File: src/sv/ydh_pkg.sv
// shared types, constants and the factorial table for the hook-length dimension block
package ydh_pkg;

    localparam int ROW_W   = 5;
    localparam int SUM_W   = 9;
    localparam int PROD_W  = 62;
    localparam int DIM_W   = 32;
    localparam int STAT_W  = 2;
    localparam int NCFG_W  = 5;
    localparam int APB_AW  = 2;
    localparam int APB_DW  = 32;

    localparam logic [SUM_W-1:0]  SUM_LIMIT = 9'd511;
    localparam logic [APB_AW-1:0] ADDR_TOTAL_CELLS = 2'd0;

    typedef logic [STAT_W-1:0] status_t;
    localparam status_t ST_OK   = 2'd0;
    localparam status_t ST_RISE = 2'd1;
    localparam status_t ST_SUM  = 2'd2;
    localparam status_t ST_ROWS = 2'd3;

    typedef enum logic [2:0] {
        S_IDLE,
        S_WALK_RD,
        S_WALK_CELL,
        S_DIV_START,
        S_DIV_WAIT,
        S_DONE
    } state_t;

    typedef struct packed {
        logic              start;
        logic [PROD_W-1:0] dividend;
        logic [PROD_W-1:0] divisor;
    } div_req_t;

    typedef struct packed {
        logic              busy;
        logic              done;
        logic [PROD_W-1:0] quotient;
    } div_rsp_t;

    function automatic logic [PROD_W-1:0] factorial(input logic [NCFG_W-1:0] k);
        logic [PROD_W-1:0] f;
        case (k)
            5'd0:    f = 62'd1;
            5'd1:    f = 62'd1;
            5'd2:    f = 62'd2;
            5'd3:    f = 62'd6;
            5'd4:    f = 62'd24;
            5'd5:    f = 62'd120;
            5'd6:    f = 62'd720;
            5'd7:    f = 62'd5040;
            5'd8:    f = 62'd40320;
            5'd9:    f = 62'd362880;
            5'd10:   f = 62'd3628800;
            5'd11:   f = 62'd39916800;
            5'd12:   f = 62'd479001600;
            5'd13:   f = 62'd6227020800;
            5'd14:   f = 62'd87178291200;
            5'd15:   f = 62'd1307674368000;
            5'd16:   f = 62'd20922789888000;
            5'd17:   f = 62'd355687428096000;
            5'd18:   f = 62'd6402373705728000;
            5'd19:   f = 62'd121645100408832000;
            5'd20:   f = 62'd2432902008176640000;
            default: f = '0;
        endcase
        return f;
    endfunction

endpackage

File: src/sv/ydh_channels.sv
// valid/ready channel interfaces for row input and result output
interface ydh_row_if;
    logic                     valid;
    logic                     ready;
    logic [ydh_pkg::ROW_W-1:0] row_length;
    logic                     last_row;

    modport source (output valid, output row_length, output last_row, input ready);
    modport sink   (input valid, input row_length, input last_row, output ready);
endinterface

interface ydh_result_if;
    logic                       valid;
    logic                       ready;
    logic [ydh_pkg::DIM_W-1:0]  dimension;
    logic [ydh_pkg::PROD_W-1:0] hook_product;
    logic [ydh_pkg::STAT_W-1:0] status;

    modport source (output valid, output dimension, output hook_product, output status,
                    input ready);
    modport sink   (input valid, input dimension, input hook_product, input status,
                    output ready);
endinterface

File: src/sv/ydh_cfg.sv
// apb register file holding total_cells
module ydh_cfg (
    input  logic                         clk,
    input  logic                         rst_n,
    input  logic                         psel,
    input  logic                         penable,
    input  logic                         pwrite,
    input  logic [ydh_pkg::APB_AW-1:0]   paddr,
    input  logic [ydh_pkg::APB_DW-1:0]   pwdata,
    output logic [ydh_pkg::APB_DW-1:0]   prdata,
    output logic                         pready,
    output logic [ydh_pkg::NCFG_W-1:0]   total_cells
);
    import ydh_pkg::*;

    logic [NCFG_W-1:0] total_cells_reg;
    logic [NCFG_W-1:0] total_cells_next;
    logic              wr_en;

    assign pready = 1'b1;
    assign wr_en  = psel && penable && pwrite && (paddr == ADDR_TOTAL_CELLS);

    always_comb
    begin
        total_cells_next = total_cells_reg;
        if (wr_en)
        begin
            total_cells_next = pwdata[NCFG_W-1:0];
        end
    end

    always_ff @(posedge clk or negedge rst_n)
    begin
        if (!rst_n)
        begin
            total_cells_reg <= 5'd1;
        end
        else
        begin
            total_cells_reg <= total_cells_next;
        end
    end

    always_comb
    begin
        prdata = '0;
        if (paddr == ADDR_TOTAL_CELLS)
        begin
            prdata = {{(APB_DW-NCFG_W){1'b0}}, total_cells_reg};
        end
    end

    assign total_cells = total_cells_reg;

endmodule

File: src/sv/ydh_row_store.sv
// synchronous row-length memory, one write and one registered read port
module ydh_row_store #(
    parameter int DEPTH = 20,
    parameter int AW    = 5
) (
    input  logic                       clk,
    input  logic                       we,
    input  logic [AW-1:0]              waddr,
    input  logic [ydh_pkg::ROW_W-1:0]  wdata,
    input  logic                       re,
    input  logic [AW-1:0]              raddr,
    output logic [ydh_pkg::ROW_W-1:0]  rdata
);
    import ydh_pkg::*;

    logic [ROW_W-1:0] mem [DEPTH];
    logic [ROW_W-1:0] rdata_reg;

    always_ff @(posedge clk)
    begin
        if (we)
        begin
            mem[waddr] <= wdata;
        end
    end

    always_ff @(posedge clk)
    begin
        if (re)
        begin
            rdata_reg <= mem[raddr];
        end
    end

    assign rdata = rdata_reg;

endmodule

File: src/sv/ydh_divider.sv
// restoring divider, one quotient bit per cycle
module ydh_divider (
    input  logic                clk,
    input  logic                rst_n,
    input  ydh_pkg::div_req_t   req,
    output ydh_pkg::div_rsp_t   rsp
);
    import ydh_pkg::*;

    localparam int CNT_W = $clog2(PROD_W + 1);

    logic              busy_reg, busy_next;
    logic              done_reg, done_next;
    logic [CNT_W-1:0]  count_reg, count_next;
    logic [PROD_W-1:0] rem_reg, rem_next;
    logic [PROD_W-1:0] quo_reg, quo_next;
    logic [PROD_W-1:0] dvs_reg, dvs_next;
    logic [PROD_W:0]   rem_sh;
    logic [PROD_W:0]   rem_sub;

    assign rem_sh  = {rem_reg, quo_reg[PROD_W-1]};
    assign rem_sub = rem_sh - {1'b0, dvs_reg};

    always_comb
    begin
        busy_next  = busy_reg;
        done_next  = 1'b0;
        count_next = count_reg;
        rem_next   = rem_reg;
        quo_next   = quo_reg;
        dvs_next   = dvs_reg;
        if (req.start)
        begin
            busy_next  = 1'b1;
            count_next = CNT_W'(PROD_W);
            rem_next   = '0;
            quo_next   = req.dividend;
            dvs_next   = req.divisor;
        end
        else if (busy_reg)
        begin
            if (rem_sh >= {1'b0, dvs_reg})
            begin
                rem_next = rem_sub[PROD_W-1:0];
                quo_next = {quo_reg[PROD_W-2:0], 1'b1};
            end
            else
            begin
                rem_next = rem_sh[PROD_W-1:0];
                quo_next = {quo_reg[PROD_W-2:0], 1'b0};
            end
            count_next = count_reg - CNT_W'(1);
            if (count_reg == CNT_W'(1))
            begin
                busy_next = 1'b0;
                done_next = 1'b1;
            end
        end
    end

    always_ff @(posedge clk or negedge rst_n)
    begin
        if (!rst_n)
        begin
            busy_reg  <= 1'b0;
            done_reg  <= 1'b0;
            count_reg <= '0;
        end
        else
        begin
            busy_reg  <= busy_next;
            done_reg  <= done_next;
            count_reg <= count_next;
        end
    end

    always_ff @(posedge clk)
    begin
        rem_reg <= rem_next;
        quo_reg <= quo_next;
        dvs_reg <= dvs_next;
    end

    assign rsp.busy     = busy_reg;
    assign rsp.done     = done_reg;
    assign rsp.quotient = quo_reg;

endmodule

File: src/sv/young_diagram_hook_dimension.sv
// top level: hook-length formula dimension of a young diagram
//
// rows channel: one row length per transaction, top row first, last_row on the
// final row. rows are taken whenever the block is loading.
// result channel: one transaction per diagram, carrying dimension, hook_product
// and status; error results carry zero dimension and product.
// apb byte address 0 holds total_cells; the user writes it only while idle, unchecked.
// after the final row the block walks the row memory: a read state plus an end state
// per stored row and a multiply state per cell, then a 62-step restoring divider
// forms n!/product; an error result goes from its final row straight to the done
// state. the time per diagram is set by the row memory's single read port and the
// one-bit-per-cycle divider.
// rows are not accepted during the walk and divide.
// the result sits in an output register; a stalled receiver holds it there,
// and loading of the next diagram goes on until its result needs the register.
// reset clears the diagram state and the output valid; total_cells resets to 1.
// the row memory needs no clearing, only written rows are ever read.
module young_diagram_hook_dimension #(
    parameter int MAX_CELLS = 20
) (
    input  logic                         clk,
    input  logic                         rst_n,
    ydh_row_if.sink                      rows,
    ydh_result_if.source                 result,
    input  logic                         psel,
    input  logic                         penable,
    input  logic                         pwrite,
    input  logic [ydh_pkg::APB_AW-1:0]   paddr,
    input  logic [ydh_pkg::APB_DW-1:0]   pwdata,
    output logic [ydh_pkg::APB_DW-1:0]   prdata,
    output logic                         pready
);
    import ydh_pkg::*;

    localparam int AW    = (MAX_CELLS > 1) ? $clog2(MAX_CELLS) : 1;
    localparam int CNT_W = $clog2(MAX_CELLS + 1);

    state_t             state_reg, state_next;
    logic [CNT_W-1:0]   rows_cnt_reg, rows_cnt_next;
    logic [SUM_W-1:0]   cell_sum_reg, cell_sum_next;
    status_t            order_err_reg, order_err_next;
    logic [ROW_W-1:0]   prev_len_reg, prev_len_next;
    logic [CNT_W-1:0]   col_reg [MAX_CELLS];
    logic [CNT_W-1:0]   col_next [MAX_CELLS];
    logic [CNT_W-1:0]   walk_r_reg, walk_r_next;
    logic [ROW_W-1:0]   walk_c_reg, walk_c_next;
    logic [PROD_W-1:0]  prod_reg, prod_next;
    status_t            status_reg, status_next;
    logic               out_valid_reg, out_valid_next;
    logic [DIM_W-1:0]   out_dim_reg, out_dim_next;
    logic [PROD_W-1:0]  out_prod_reg, out_prod_next;
    status_t            out_status_reg, out_status_next;

    logic [NCFG_W-1:0]  total_cells;
    logic               in_fire;
    logic               full;
    logic               row_we;
    logic               row_re;
    logic [ROW_W-1:0]   row_rdata;
    logic [SUM_W:0]     sum_wide;
    logic [SUM_W-1:0]   sum_upd;
    status_t            err_upd;
    status_t            status_dec;
    logic               out_free;
    logic [7:0]         hook_wide;
    logic [ROW_W-1:0]   hook;
    logic [PROD_W+ROW_W-1:0] prod_mul;
    div_req_t           div_req;
    div_rsp_t           div_rsp;

    ydh_cfg u_cfg (
        .clk         (clk),
        .rst_n       (rst_n),
        .psel        (psel),
        .penable     (penable),
        .pwrite      (pwrite),
        .paddr       (paddr),
        .pwdata      (pwdata),
        .prdata      (prdata),
        .pready      (pready),
        .total_cells (total_cells)
    );

    ydh_row_store #(
        .DEPTH (MAX_CELLS),
        .AW    (AW)
    ) u_rows (
        .clk   (clk),
        .we    (row_we),
        .waddr (rows_cnt_reg[AW-1:0]),
        .wdata (rows.row_length),
        .re    (row_re),
        .raddr (walk_r_reg[AW-1:0]),
        .rdata (row_rdata)
    );

    ydh_divider u_div (
        .clk   (clk),
        .rst_n (rst_n),
        .req   (div_req),
        .rsp   (div_rsp)
    );

    assign rows.ready = (state_reg == S_IDLE);
    assign in_fire    = rows.valid && rows.ready;
    assign full       = (rows_cnt_reg == CNT_W'(MAX_CELLS));
    assign row_we     = in_fire && !full;
    assign row_re     = (state_reg == S_WALK_RD) && (walk_r_reg != rows_cnt_reg);
    assign out_free   = !out_valid_reg || result.ready;

    assign sum_wide = {1'b0, cell_sum_reg} + (SUM_W+1)'(rows.row_length);
    assign sum_upd  = (sum_wide > {1'b0, SUM_LIMIT}) ? SUM_LIMIT : sum_wide[SUM_W-1:0];

    always_comb
    begin
        err_upd = order_err_reg;
        if (order_err_reg == ST_OK)
        begin
            if (full)
            begin
                err_upd = ST_ROWS;
            end
            else if ((rows_cnt_reg != '0) && (rows.row_length > prev_len_reg))
            begin
                err_upd = ST_RISE;
            end
        end
    end

    always_comb
    begin
        if (err_upd != ST_OK)
        begin
            status_dec = err_upd;
        end
        else if ((sum_upd != SUM_W'(total_cells)) || (total_cells > NCFG_W'(MAX_CELLS)))
        begin
            status_dec = ST_SUM;
        end
        else
        begin
            status_dec = ST_OK;
        end
    end

    // arm plus leg plus one, legs from the running column heights
    assign hook_wide = 8'(row_rdata) - 8'(walk_c_reg) + 8'(col_reg[walk_c_reg[AW-1:0]])
                     - 8'(walk_r_reg) - 8'd1;
    assign hook      = hook_wide[ROW_W-1:0];
    assign prod_mul  = {{ROW_W{1'b0}}, prod_reg} * (PROD_W+ROW_W)'(hook);

    assign div_req.start    = (state_reg == S_DIV_START);
    assign div_req.dividend = factorial(total_cells);
    assign div_req.divisor  = prod_reg;

    always_comb
    begin
        state_next      = state_reg;
        rows_cnt_next   = rows_cnt_reg;
        cell_sum_next   = cell_sum_reg;
        order_err_next  = order_err_reg;
        prev_len_next   = prev_len_reg;
        col_next        = col_reg;
        walk_r_next     = walk_r_reg;
        walk_c_next     = walk_c_reg;
        prod_next       = prod_reg;
        status_next     = status_reg;
        out_valid_next  = out_valid_reg;
        out_dim_next    = out_dim_reg;
        out_prod_next   = out_prod_reg;
        out_status_next = out_status_reg;

        if (out_valid_reg && result.ready)
        begin
            out_valid_next = 1'b0;
        end

        case (state_reg)
            S_IDLE:
            begin
                if (in_fire)
                begin
                    cell_sum_next  = sum_upd;
                    order_err_next = err_upd;
                    if (!full)
                    begin
                        rows_cnt_next = rows_cnt_reg + CNT_W'(1);
                        prev_len_next = rows.row_length;
                        for (int c = 0; c < MAX_CELLS; c++)
                        begin
                            if (ROW_W'(c) < rows.row_length)
                            begin
                                col_next[c] = col_reg[c] + CNT_W'(1);
                            end
                        end
                    end
                    if (rows.last_row)
                    begin
                        status_next = status_dec;
                        walk_r_next = '0;
                        walk_c_next = '0;
                        prod_next   = PROD_W'(1);
                        state_next  = (status_dec == ST_OK) ? S_WALK_RD : S_DONE;
                    end
                end
            end
            S_WALK_RD:
            begin
                walk_c_next = '0;
                if (walk_r_reg == rows_cnt_reg)
                begin
                    state_next = S_DIV_START;
                end
                else
                begin
                    state_next = S_WALK_CELL;
                end
            end
            S_WALK_CELL:
            begin
                if (walk_c_reg >= row_rdata)
                begin
                    walk_r_next = walk_r_reg + CNT_W'(1);
                    state_next  = S_WALK_RD;
                end
                else
                begin
                    prod_next   = prod_mul[PROD_W-1:0];
                    walk_c_next = walk_c_reg + ROW_W'(1);
                end
            end
            S_DIV_START:
            begin
                state_next = S_DIV_WAIT;
            end
            S_DIV_WAIT:
            begin
                if (div_rsp.done)
                begin
                    state_next = S_DONE;
                end
            end
            S_DONE:
            begin
                if (out_free)
                begin
                    out_valid_next  = 1'b1;
                    out_status_next = status_reg;
                    if (status_reg == ST_OK)
                    begin
                        out_dim_next  = div_rsp.quotient[DIM_W-1:0];
                        out_prod_next = prod_reg;
                    end
                    else
                    begin
                        out_dim_next  = '0;
                        out_prod_next = '0;
                    end
                    rows_cnt_next  = '0;
                    cell_sum_next  = '0;
                    order_err_next = ST_OK;
                    for (int c = 0; c < MAX_CELLS; c++)
                    begin
                        col_next[c] = '0;
                    end
                    state_next = S_IDLE;
                end
            end
            default:
            begin
                state_next = S_IDLE;
            end
        endcase
    end

    always_ff @(posedge clk or negedge rst_n)
    begin
        if (!rst_n)
        begin
            state_reg <= S_IDLE;
        end
        else
        begin
            state_reg <= state_next;
        end
    end

    always_ff @(posedge clk or negedge rst_n)
    begin
        if (!rst_n)
        begin
            rows_cnt_reg  <= '0;
            cell_sum_reg  <= '0;
            order_err_reg <= ST_OK;
            out_valid_reg <= 1'b0;
            for (int c = 0; c < MAX_CELLS; c++)
            begin
                col_reg[c] <= '0;
            end
        end
        else
        begin
            rows_cnt_reg  <= rows_cnt_next;
            cell_sum_reg  <= cell_sum_next;
            order_err_reg <= order_err_next;
            out_valid_reg <= out_valid_next;
            col_reg       <= col_next;
        end
    end

    always_ff @(posedge clk)
    begin
        prev_len_reg   <= prev_len_next;
        walk_r_reg     <= walk_r_next;
        walk_c_reg     <= walk_c_next;
        prod_reg       <= prod_next;
        status_reg     <= status_next;
        out_dim_reg    <= out_dim_next;
        out_prod_reg   <= out_prod_next;
        out_status_reg <= out_status_next;
    end

    assign result.valid        = out_valid_reg;
    assign result.dimension    = out_dim_reg;
    assign result.hook_product = out_prod_reg;
    assign result.status       = out_status_reg;

`ifndef SYNTH
    a_store_only_loading: assert property (@(posedge clk) disable iff (!rst_n)
        row_we |-> (state_reg == S_IDLE))
        else $error("row memory written outside loading");

    a_result_from_done: assert property (@(posedge clk) disable iff (!rst_n)
        $rose(out_valid_reg) |-> ($past(state_reg) == S_DONE))
        else $error("result loaded outside done state");

    a_ok_nonzero_product: assert property (@(posedge clk) disable iff (!rst_n)
        (out_valid_reg && (out_status_reg == ST_OK)) |-> (out_prod_reg != '0))
        else $error("ok result with zero hook product");

    a_error_zero_payload: assert property (@(posedge clk) disable iff (!rst_n)
        (out_valid_reg && (out_status_reg != ST_OK))
            |-> ((out_dim_reg == '0) && (out_prod_reg == '0)))
        else $error("error result with nonzero payload");

    a_div_start_idle: assert property (@(posedge clk) disable iff (!rst_n)
        div_req.start |-> !div_rsp.busy)
        else $error("divider restarted while busy");
`endif

endmodule

File: src/flat_wrapper.sv
// flat-port wrapper written by rule: the top's interface ports become plain ports
module young_diagram_hook_dimension_flat import ydh_pkg::*;
#(
    parameter int MAX_CELLS = 20
)
  (clk, rst_n, psel, penable, pwrite, paddr, pwdata, prdata, pready, rows_valid, rows_row_length, rows_last_row, rows_ready, result_valid, result_dimension, result_hook_product, result_status, result_ready);
  ydh_row_if rows_i ();
  ydh_result_if result_i ();
  input  logic clk;
  input  logic rst_n;
  input  logic psel;
  input  logic penable;
  input  logic pwrite;
  input  logic [ydh_pkg::APB_AW-1:0] paddr;
  input  logic [ydh_pkg::APB_DW-1:0] pwdata;
  output logic [ydh_pkg::APB_DW-1:0] prdata;
  output logic pready;
  input wire logic [$bits(rows_i.valid)-1:0] rows_valid;
  input wire logic [$bits(rows_i.row_length)-1:0] rows_row_length;
  input wire logic [$bits(rows_i.last_row)-1:0] rows_last_row;
  output wire logic [$bits(rows_i.ready)-1:0] rows_ready;
  output wire logic [$bits(result_i.valid)-1:0] result_valid;
  output wire logic [$bits(result_i.dimension)-1:0] result_dimension;
  output wire logic [$bits(result_i.hook_product)-1:0] result_hook_product;
  output wire logic [$bits(result_i.status)-1:0] result_status;
  input wire logic [$bits(result_i.ready)-1:0] result_ready;
  assign rows_i.valid = rows_valid;
  assign rows_i.row_length = rows_row_length;
  assign rows_i.last_row = rows_last_row;
  assign rows_ready = rows_i.ready;
  assign result_valid = result_i.valid;
  assign result_dimension = result_i.dimension;
  assign result_hook_product = result_i.hook_product;
  assign result_status = result_i.status;
  assign result_i.ready = result_ready;
  young_diagram_hook_dimension #(.MAX_CELLS(MAX_CELLS)) u_core (.clk(clk), .rst_n(rst_n), .rows(rows_i), .result(result_i), .psel(psel), .penable(penable), .pwrite(pwrite), .paddr(paddr), .pwdata(pwdata), .prdata(prdata), .pready(pready));
endmodule
File: config.mk
export PLATFORM = sky130hd
export DESIGN_NAME = young_diagram_hook_dimension_flat
export DESIGN_NICKNAME = d
export VERILOG_FILES = /design/src/sv/ydh_pkg.sv /design/src/sv/ydh_channels.sv /design/src/sv/ydh_cfg.sv /design/src/sv/ydh_row_store.sv /design/src/sv/ydh_divider.sv /design/src/sv/young_diagram_hook_dimension.sv /design/src/flat_wrapper.sv
export SDC_FILE = /design/constraint.sdc
export NUM_CORES = 2
export LEC_CHECK = 0
export ABC_AREA = 1
export BUFFER_PORTS_ARGS = -buffer_cell sky130_fd_sc_hd__buf_4
export CAP_MARGIN = 15
export CORE_MARGIN = 8
export CORE_UTILIZATION = 45
export CTS_CLUSTER_DIAMETER = 120
export CTS_CLUSTER_SIZE = 30
export DETAILED_ROUTE_END_ITERATION = 8
export GPL_ROUTABILITY_DRIVEN = 0
export PLACE_DENSITY = 0.59
export SLEW_MARGIN = 20
export SYNTH_ARGS = -nofsm -noshare
export SYNTH_HDL_FRONTEND = slang
export SYNTH_SLANG_ARGS = --single-unit
File: constraint.sdc
create_clock -name clk -period 8.3 [get_ports clk]
set_clock_uncertainty 0.15 [all_clocks]
set_input_delay 0.415 -clock clk [delete_from_list [all_inputs] [get_ports clk]]
set_output_delay 0.415 -clock clk [all_outputs]
set_load 0.03 [all_outputs]
; ---- Word-level counts from Yosys, hierarchy flattened
; Memories as Yosys holds them, arrays and structs flattened. A register that Yosys moved wholly into a read port is not among the register bits.
; Index checks and enable logic that the tools add are counted.
[word_totals]
elab_cells = 269
memories = 2
mem_bits_ro = 1824
ff_bits = 494
ramBits = 100
[mem_list]
columns = name, words, width, read_ports, rd_clocked_by_memory_dff, write_ports, line
row1 = (name not given), 32, 57, 1, 0, 0, ydh_pkg.sv:45  ; case (k)
row2 = u_core.u_rows.mem, 20, 5, 1, 1, 1, ydh_row_store.sv:16  ; logic [ROW_W-1:0] mem [DEPTH];
[op_classes]
n_mul = 1
muxes = 79
bitwise = 2
n_addsub = 30
eq_ne = 37
n_lt_le_gt_ge = 26
reduce_logical = 52
[ops]
columns = op, n
row1 = $mux 62, 6
row2 = $mux 100, 3
row3 = $pmux 100 s2, 1
row4 = $mux 5, 30
row5 = $pmux 62 s2, 1
row6 = $add 5x1->5 const B, 23
row7 = $reduce_and 5->1, 21
row8 = $ge 63x62->1, 1
row9 = $mul 62x5->62, 1
row10 = $sub 62x62->62, 1
row11 = $ne 2x2->1 const B, 25
row12 = $lt 4x5->1 const A, 8
row13 = $mux 9, 3
row14 = $bmux 5 s5, 1
row15 = $lt 3x5->1 const A, 4
row16 = $lt 5x5->1 const A, 4
row17 = $pmux 5 s2, 2
row18 = $mux 3, 6
row19 = $pmux 3 s6, 1
row20 = $pmux 9 s2, 1
row21 = $reduce_and 4->1, 4
row22 = $pmux 5 s3, 1
row23 = $mux 2, 7
row24 = $mux 1, 13
row25 = other kinds (35), 59

; ---- Depth between registers and ports, before layout
[logic_depth]
depth_word = 12
mapped_depth = 46

; ---- Modules after synthesis
; From an unflattened synthesis, not the netlist that was laid out.
[unflattened]
cells_unflattened = 5755
hier_area_um2 = 43416.6
[modules_own_cells]
columns = mod, cells_each, area_each_um2, seq_area_each_um2, n_inst
row1 = young_diagram_hook_dimension, 3267, 25085.3, 8257.9, 1
row2 = ydh_divider, 2056, 13509.2, 5165.0, 1
row3 = ydh_row_store, 366, 4330.4, 3153.0, 1
row4 = ydh_cfg, 66, 491.7, 126.4, 1

; ---- Worst setup path before layout
; Ideal clock, no wire load.
[synth_path]
path_kind = register -> register
from = reg u_core.walk_c_reg[0]
to = reg u_core.prod_reg[44] (data pin)
path_stages_with_launch = 42
setup_time_ns = 0.253
path_buffers = 4
t_arrival_ns = 6.872
setup_slack_ns = 1.025
t_required_ns = 7.897
path_cell_list = edfxtp_1 inv_1 clkbuf_1 clkbuf_1 a21oi_1 o21ai_0 nand3_1 nand3_1 nand3_1 a22o_1 fa_1 ha_1 nand2_1 nand2_1 a21oi_1 xnor2_1 xor2_1 nand3_1 [6 not listed] inv_1 fa_1 inv_1 ha_1 o21ai_0 nor2_1 nor2_1 inv_1 nand2_1 nand3_1 nand2_1 nand2_1 nand2_1 nand2_1 nand2_1 nand2_1 nor2_1 nor2_1
[synth_via]
elab_chain_len = 10
elab_cells_between_ends = 11
cone_classes = add/sub (4) / mul (1) / mux (5) / bitwise (1)
[synth_rtl]
columns = item, line
row1 = from (decl), young_diagram_hook_dimension.sv:46  ; logic [ROW_W-1:0] walk_c_reg, walk_c_next;
row2 = from (signal assigned), young_diagram_hook_dimension.sv:315  ; walk_c_reg <= walk_c_next;
row3 = $not 5->6 (not written as such), young_diagram_hook_dimension.sv:147  ; assign hook_wide = 8'(row_rdata) - 8'(walk_c_reg) + 8'(col_reg[walk_c_reg[AW-1:0]])
row4 = $bmux 5 s5, young_diagram_hook_dimension.sv:147
row5 = $mux 5 (not written as such) (2 in a row), young_diagram_hook_dimension.sv:147
row6 = $add 5x5->5 (*), young_diagram_hook_dimension.sv:147
row7 = $sub 5x5->5 (*), young_diagram_hook_dimension.sv:148  ; - 8'(walk_r_reg) - 8'd1;
row8 = $sub 5x1->5 (*), young_diagram_hook_dimension.sv:148
row9 = $mul 62x5->62 (*), young_diagram_hook_dimension.sv:150  ; assign prod_mul = {{ROW_W{1'b0}}, prod_reg} * (PROD_W+ROW_W)'(hook);
row10 = $mux 62 (*), young_diagram_hook_dimension.sv:221  ; if (walk_c_reg >= row_rdata)
row11 = $pmux 62 s2 (*), young_diagram_hook_dimension.sv:178  ; case (state_reg)
row12 = to (signal assigned), young_diagram_hook_dimension.sv:316  ; prod_reg <= prod_next;
row13 = to (decl), young_diagram_hook_dimension.sv:47  ; logic [PROD_W-1:0] prod_reg, prod_next;
; Mark *: on every way between the ends. The rest lies on a longest branch, timed or not. The select of a mux whose other input is x is not followed.
; A chain may end at the register's enable or synchronous reset.

; ---- Worst setup path after layout
[layout_path]
from = reg u_core.walk_c_reg[0]
to = reg u_core.prod_reg[56] (data pin)
; Same word-level chain as after synthesis.

==> impl_metrics.csv <==
group,metric,value,unit
global_routing,use_met1,32.2,%
sta,fmax,0.127,GHz
setup_path,critPathMaxFanout,43,
sta,grt_setup_unrepaired,"yes",
cts,path_clk_slew,120,ps
routing,drc,0,
global_routing,top_usage_layer,"met2",
setup_path,cp.arrival,8170,ps
run,cap_viol_max_count,0,
setup_path,worstReg2RegStart,"u_core.walk_c_reg[0]",
layout,fin_area,45000,um2
cts,cts_sinks,599,
sta,report.final.setup_viol,0,
sta,min_period_over_period,95.1,%
global_routing,grt_pass1_wl,183000,um
placement,dpl-instance-area,43800,um2
layout,antenna_cells,0,
synthesis,yosys_warnings,0,
cts,cts_buffer_depth,3,
global_routing,grt_pass1_vias,33400,
synthesis,yosysSeqAreaShare,40.1,%
placement,dp_cells,6437,
cts,postCtsSetupRepairBufs,0,
routing,drtIter0Drc,2796,
global_routing,met3_usage,1.97,%
synthesis,yosysUniqueCellTypes,66,
layout,n_fill_cell,9082,
setup_path,cpMaxStageDelayCell,"fa_1",
setup_path,crit_path_frequent_cell,"nand2_1",
routing,wl_per_cell,17.6,um
cts,numCtsBuffers,29,
placement,port_buffers,122,
routing,drt_first_pass_iters,6,
sta,holdWs,59.0,ps
synthesis,synthFlopType,"edfxtp_1",
routing,ant_nets,0,
layout,syn_to_final_growth,8.18,%
sta,tightest_slew,1080,ps
floorplan,die_y,320,um
floorplan,die_w,320,um
synthesis,syn-cell-area,41600,um2
cts,cts_tree,"built",
floorplan,num_io_pins,178,
global_routing,antenna_found_initial,1,
synthesis,synth_seq_cells,599,
routing,via_per_inst,5.25,
cts,cts-htree-levels,1,
cts,clkLatencyLatePin,660,ps
synthesis,syn_avg_cell_area,7.98,um2
layout,final_net_count,5702,
layout,ff_latch_area,16700,um2
sta,final_max_slew_viol_count,0,
setup_path,max_stage_delay,550,ps
floorplan,num_rows,111,
layout,drive_above_1_share,5.78,%
status,status,"finished, final reports clean",
setup_path,crit_required,8570,ps
hold_path,min_path_type,"in -> reg",
cts,clockRootBuffer,"clkbuf_16",
sta,max_slew_margin,27.6,%
global_routing,gr-usage-all-layers,21.9,%
floorplan,start_util,45.4,%
floorplan,coreArea,91700,um2
sta,fin_crit,7900,ps
setup_path,critPathKind,"reg -> reg",
hold_path,holdCritStartpoint,"rows_row_length[4]",
synthesis,synthArstFlopShare,22.2,%
routing,vias,34100,
layout,multi_input_area,20800,um2
global_routing,grtUsageMet2,34.7,%
placement,hpwl,87200,um
setup_path,end_kind,"flip-flop",
layout,stdcell_count,6500,
sta,hold_viol,0,
routing,routed_wirelength,115000,um
sta,fin_setup_tns,0,ps
synthesis,netlist_instances,5218,
synthesis,synth-edff-count,404,
setup_path,cp-start-kind,"flip-flop",
floorplan,die_area,102000,um2
global_routing,grt_max_degree,97,
global_routing,grt_remaining_overflow,0,
setup_path,startpoint,"u_core.walk_c_reg[0]",
==> stage by stage <==
stage / worst slack (ps) / utilization [%]
after floorplan: 1030 / -
after global placement: 444 / 47.8
after detailed placement: 409 / 47.8
after CTS: 399 / 49.0
after global routing: -5.83 / 49.1
final: 403 / 49.1
==> final cells by class <==
type,count,share of cell area [%]
multi-input cells,3537,46.2
flip-flops and latches,599,37.1
inverters,942,7.90
repair buffers,182,3.32
well taps,1186,3.30
clock buffers,38,1.71
clock inverters,16,0.517
==> logic make-up after synthesis <==
kind of cell | share of synthesized area (%)
simple gates | 21.2
buf+inv | 10.5
compound gates | 12.6
flops | 40.1
fa+ha+maj | 14.2
xor+xnor | 1.35
other cells | 0.0180
==> cells in the final DEF, fill, tap and decap left out, drive strengths merged, types with 74 or more instances in the layout <==
master  synthesis  routed
nand2         995     995
inv           933     942
nor2          776     776
edfxtp        404     404
o21ai         368     368
a21oi         335     335
nand3         228     228
fa            183     183
ha            181     181
buf            59     173
dfrtp         132     132
nor3           74      74
==> repair_timing <==
action,4_1_cts,5_1_grt
hold buffers,8,0
setup endpoints to repair,0,23
endpoints found under the hold margin,73,0
gates resized for setup,0,26
==> synth_stat cells (5+ instances only) <==
cell      number  share of area, %
o22ai_1       30              0.45
nor4_1         6             0.090
fa_1         183               8.8
nand4_1       38              0.57
a21o_1        19              0.34
buf_4         29              0.52
a31oi_1       22              0.33
nand2_1      982               8.9
clkbuf_1     107              0.97
nor2_2         6             0.090
a21oi_1      334               4.0
ha_1         181               5.4
and3_1         7              0.11
o21bai_1      20              0.36
buf_6          7              0.19
xor2_1        20              0.42
a21boi_0       9              0.16
o211ai_1      45              0.81
a22o_1         5              0.11
nor2_4         6              0.16
o21ai_1        8             0.096
or2_2         10              0.15
dfxtp_1       62               3.0
o221ai_1      11              0.23
buf_2         13              0.16
o21a_1        32              0.58
a22oi_1        9              0.16
inv_1        923               8.3
clkinv_1       8             0.072
nand2_2        8              0.12
inv_2          9             0.081
nand3_1      227               2.7
xnor2_1       44              0.93
edfxtp_1     404                29
dfrtp_1      132               7.9
nor3_1        71              0.85
nor2_1       764               6.9
nor3b_1       12              0.22
o21ai_0      356               4.3
buf_1         10             0.090
==> per-layer routing <==
metal,up-vias,wire (um)
met5,-,12
met4,2,3250
met3,156,6310
met2,892,50300
met1,16200,54700
li1,16900,-
==> worst max-delay path, delay by kind of cell, from the launching register on <==
family | cells | cell delay (ps)
adders and majority gates | 6 | 2770
AOI/OAI and AO/OA | 7 | 1590
DFF | 1 | 460
xor gates and xnor gates | 2 | 420
and+or+nand+nor | 14 | 1470
buffers and inverters | 5 | 730
==> worst paths after layout <==
| kind | endpoint | cells after the start | slack [ps] |
|---|---|---|---|
| worst max register to register | u_core.prod_reg[56] | 34 | 400 |
| worst min register to register | u_core.u_div.rem_reg[29] | 2 | 330 |
| max in group asynchronous | u_core.col_reg[37] | 3 | 6350 |
| worst min-delay path | u_core.u_rows.mem[3][4] | 1 | 60 |
| worst max-delay path | u_core.prod_reg[56] | 34 | 400 |
| min in group asynchronous | u_core.col_reg[86] | 2 | 190 |
Power is not shown: default switching activity piles up to over one toggle a cycle in this logic, so the estimate is an artifact.
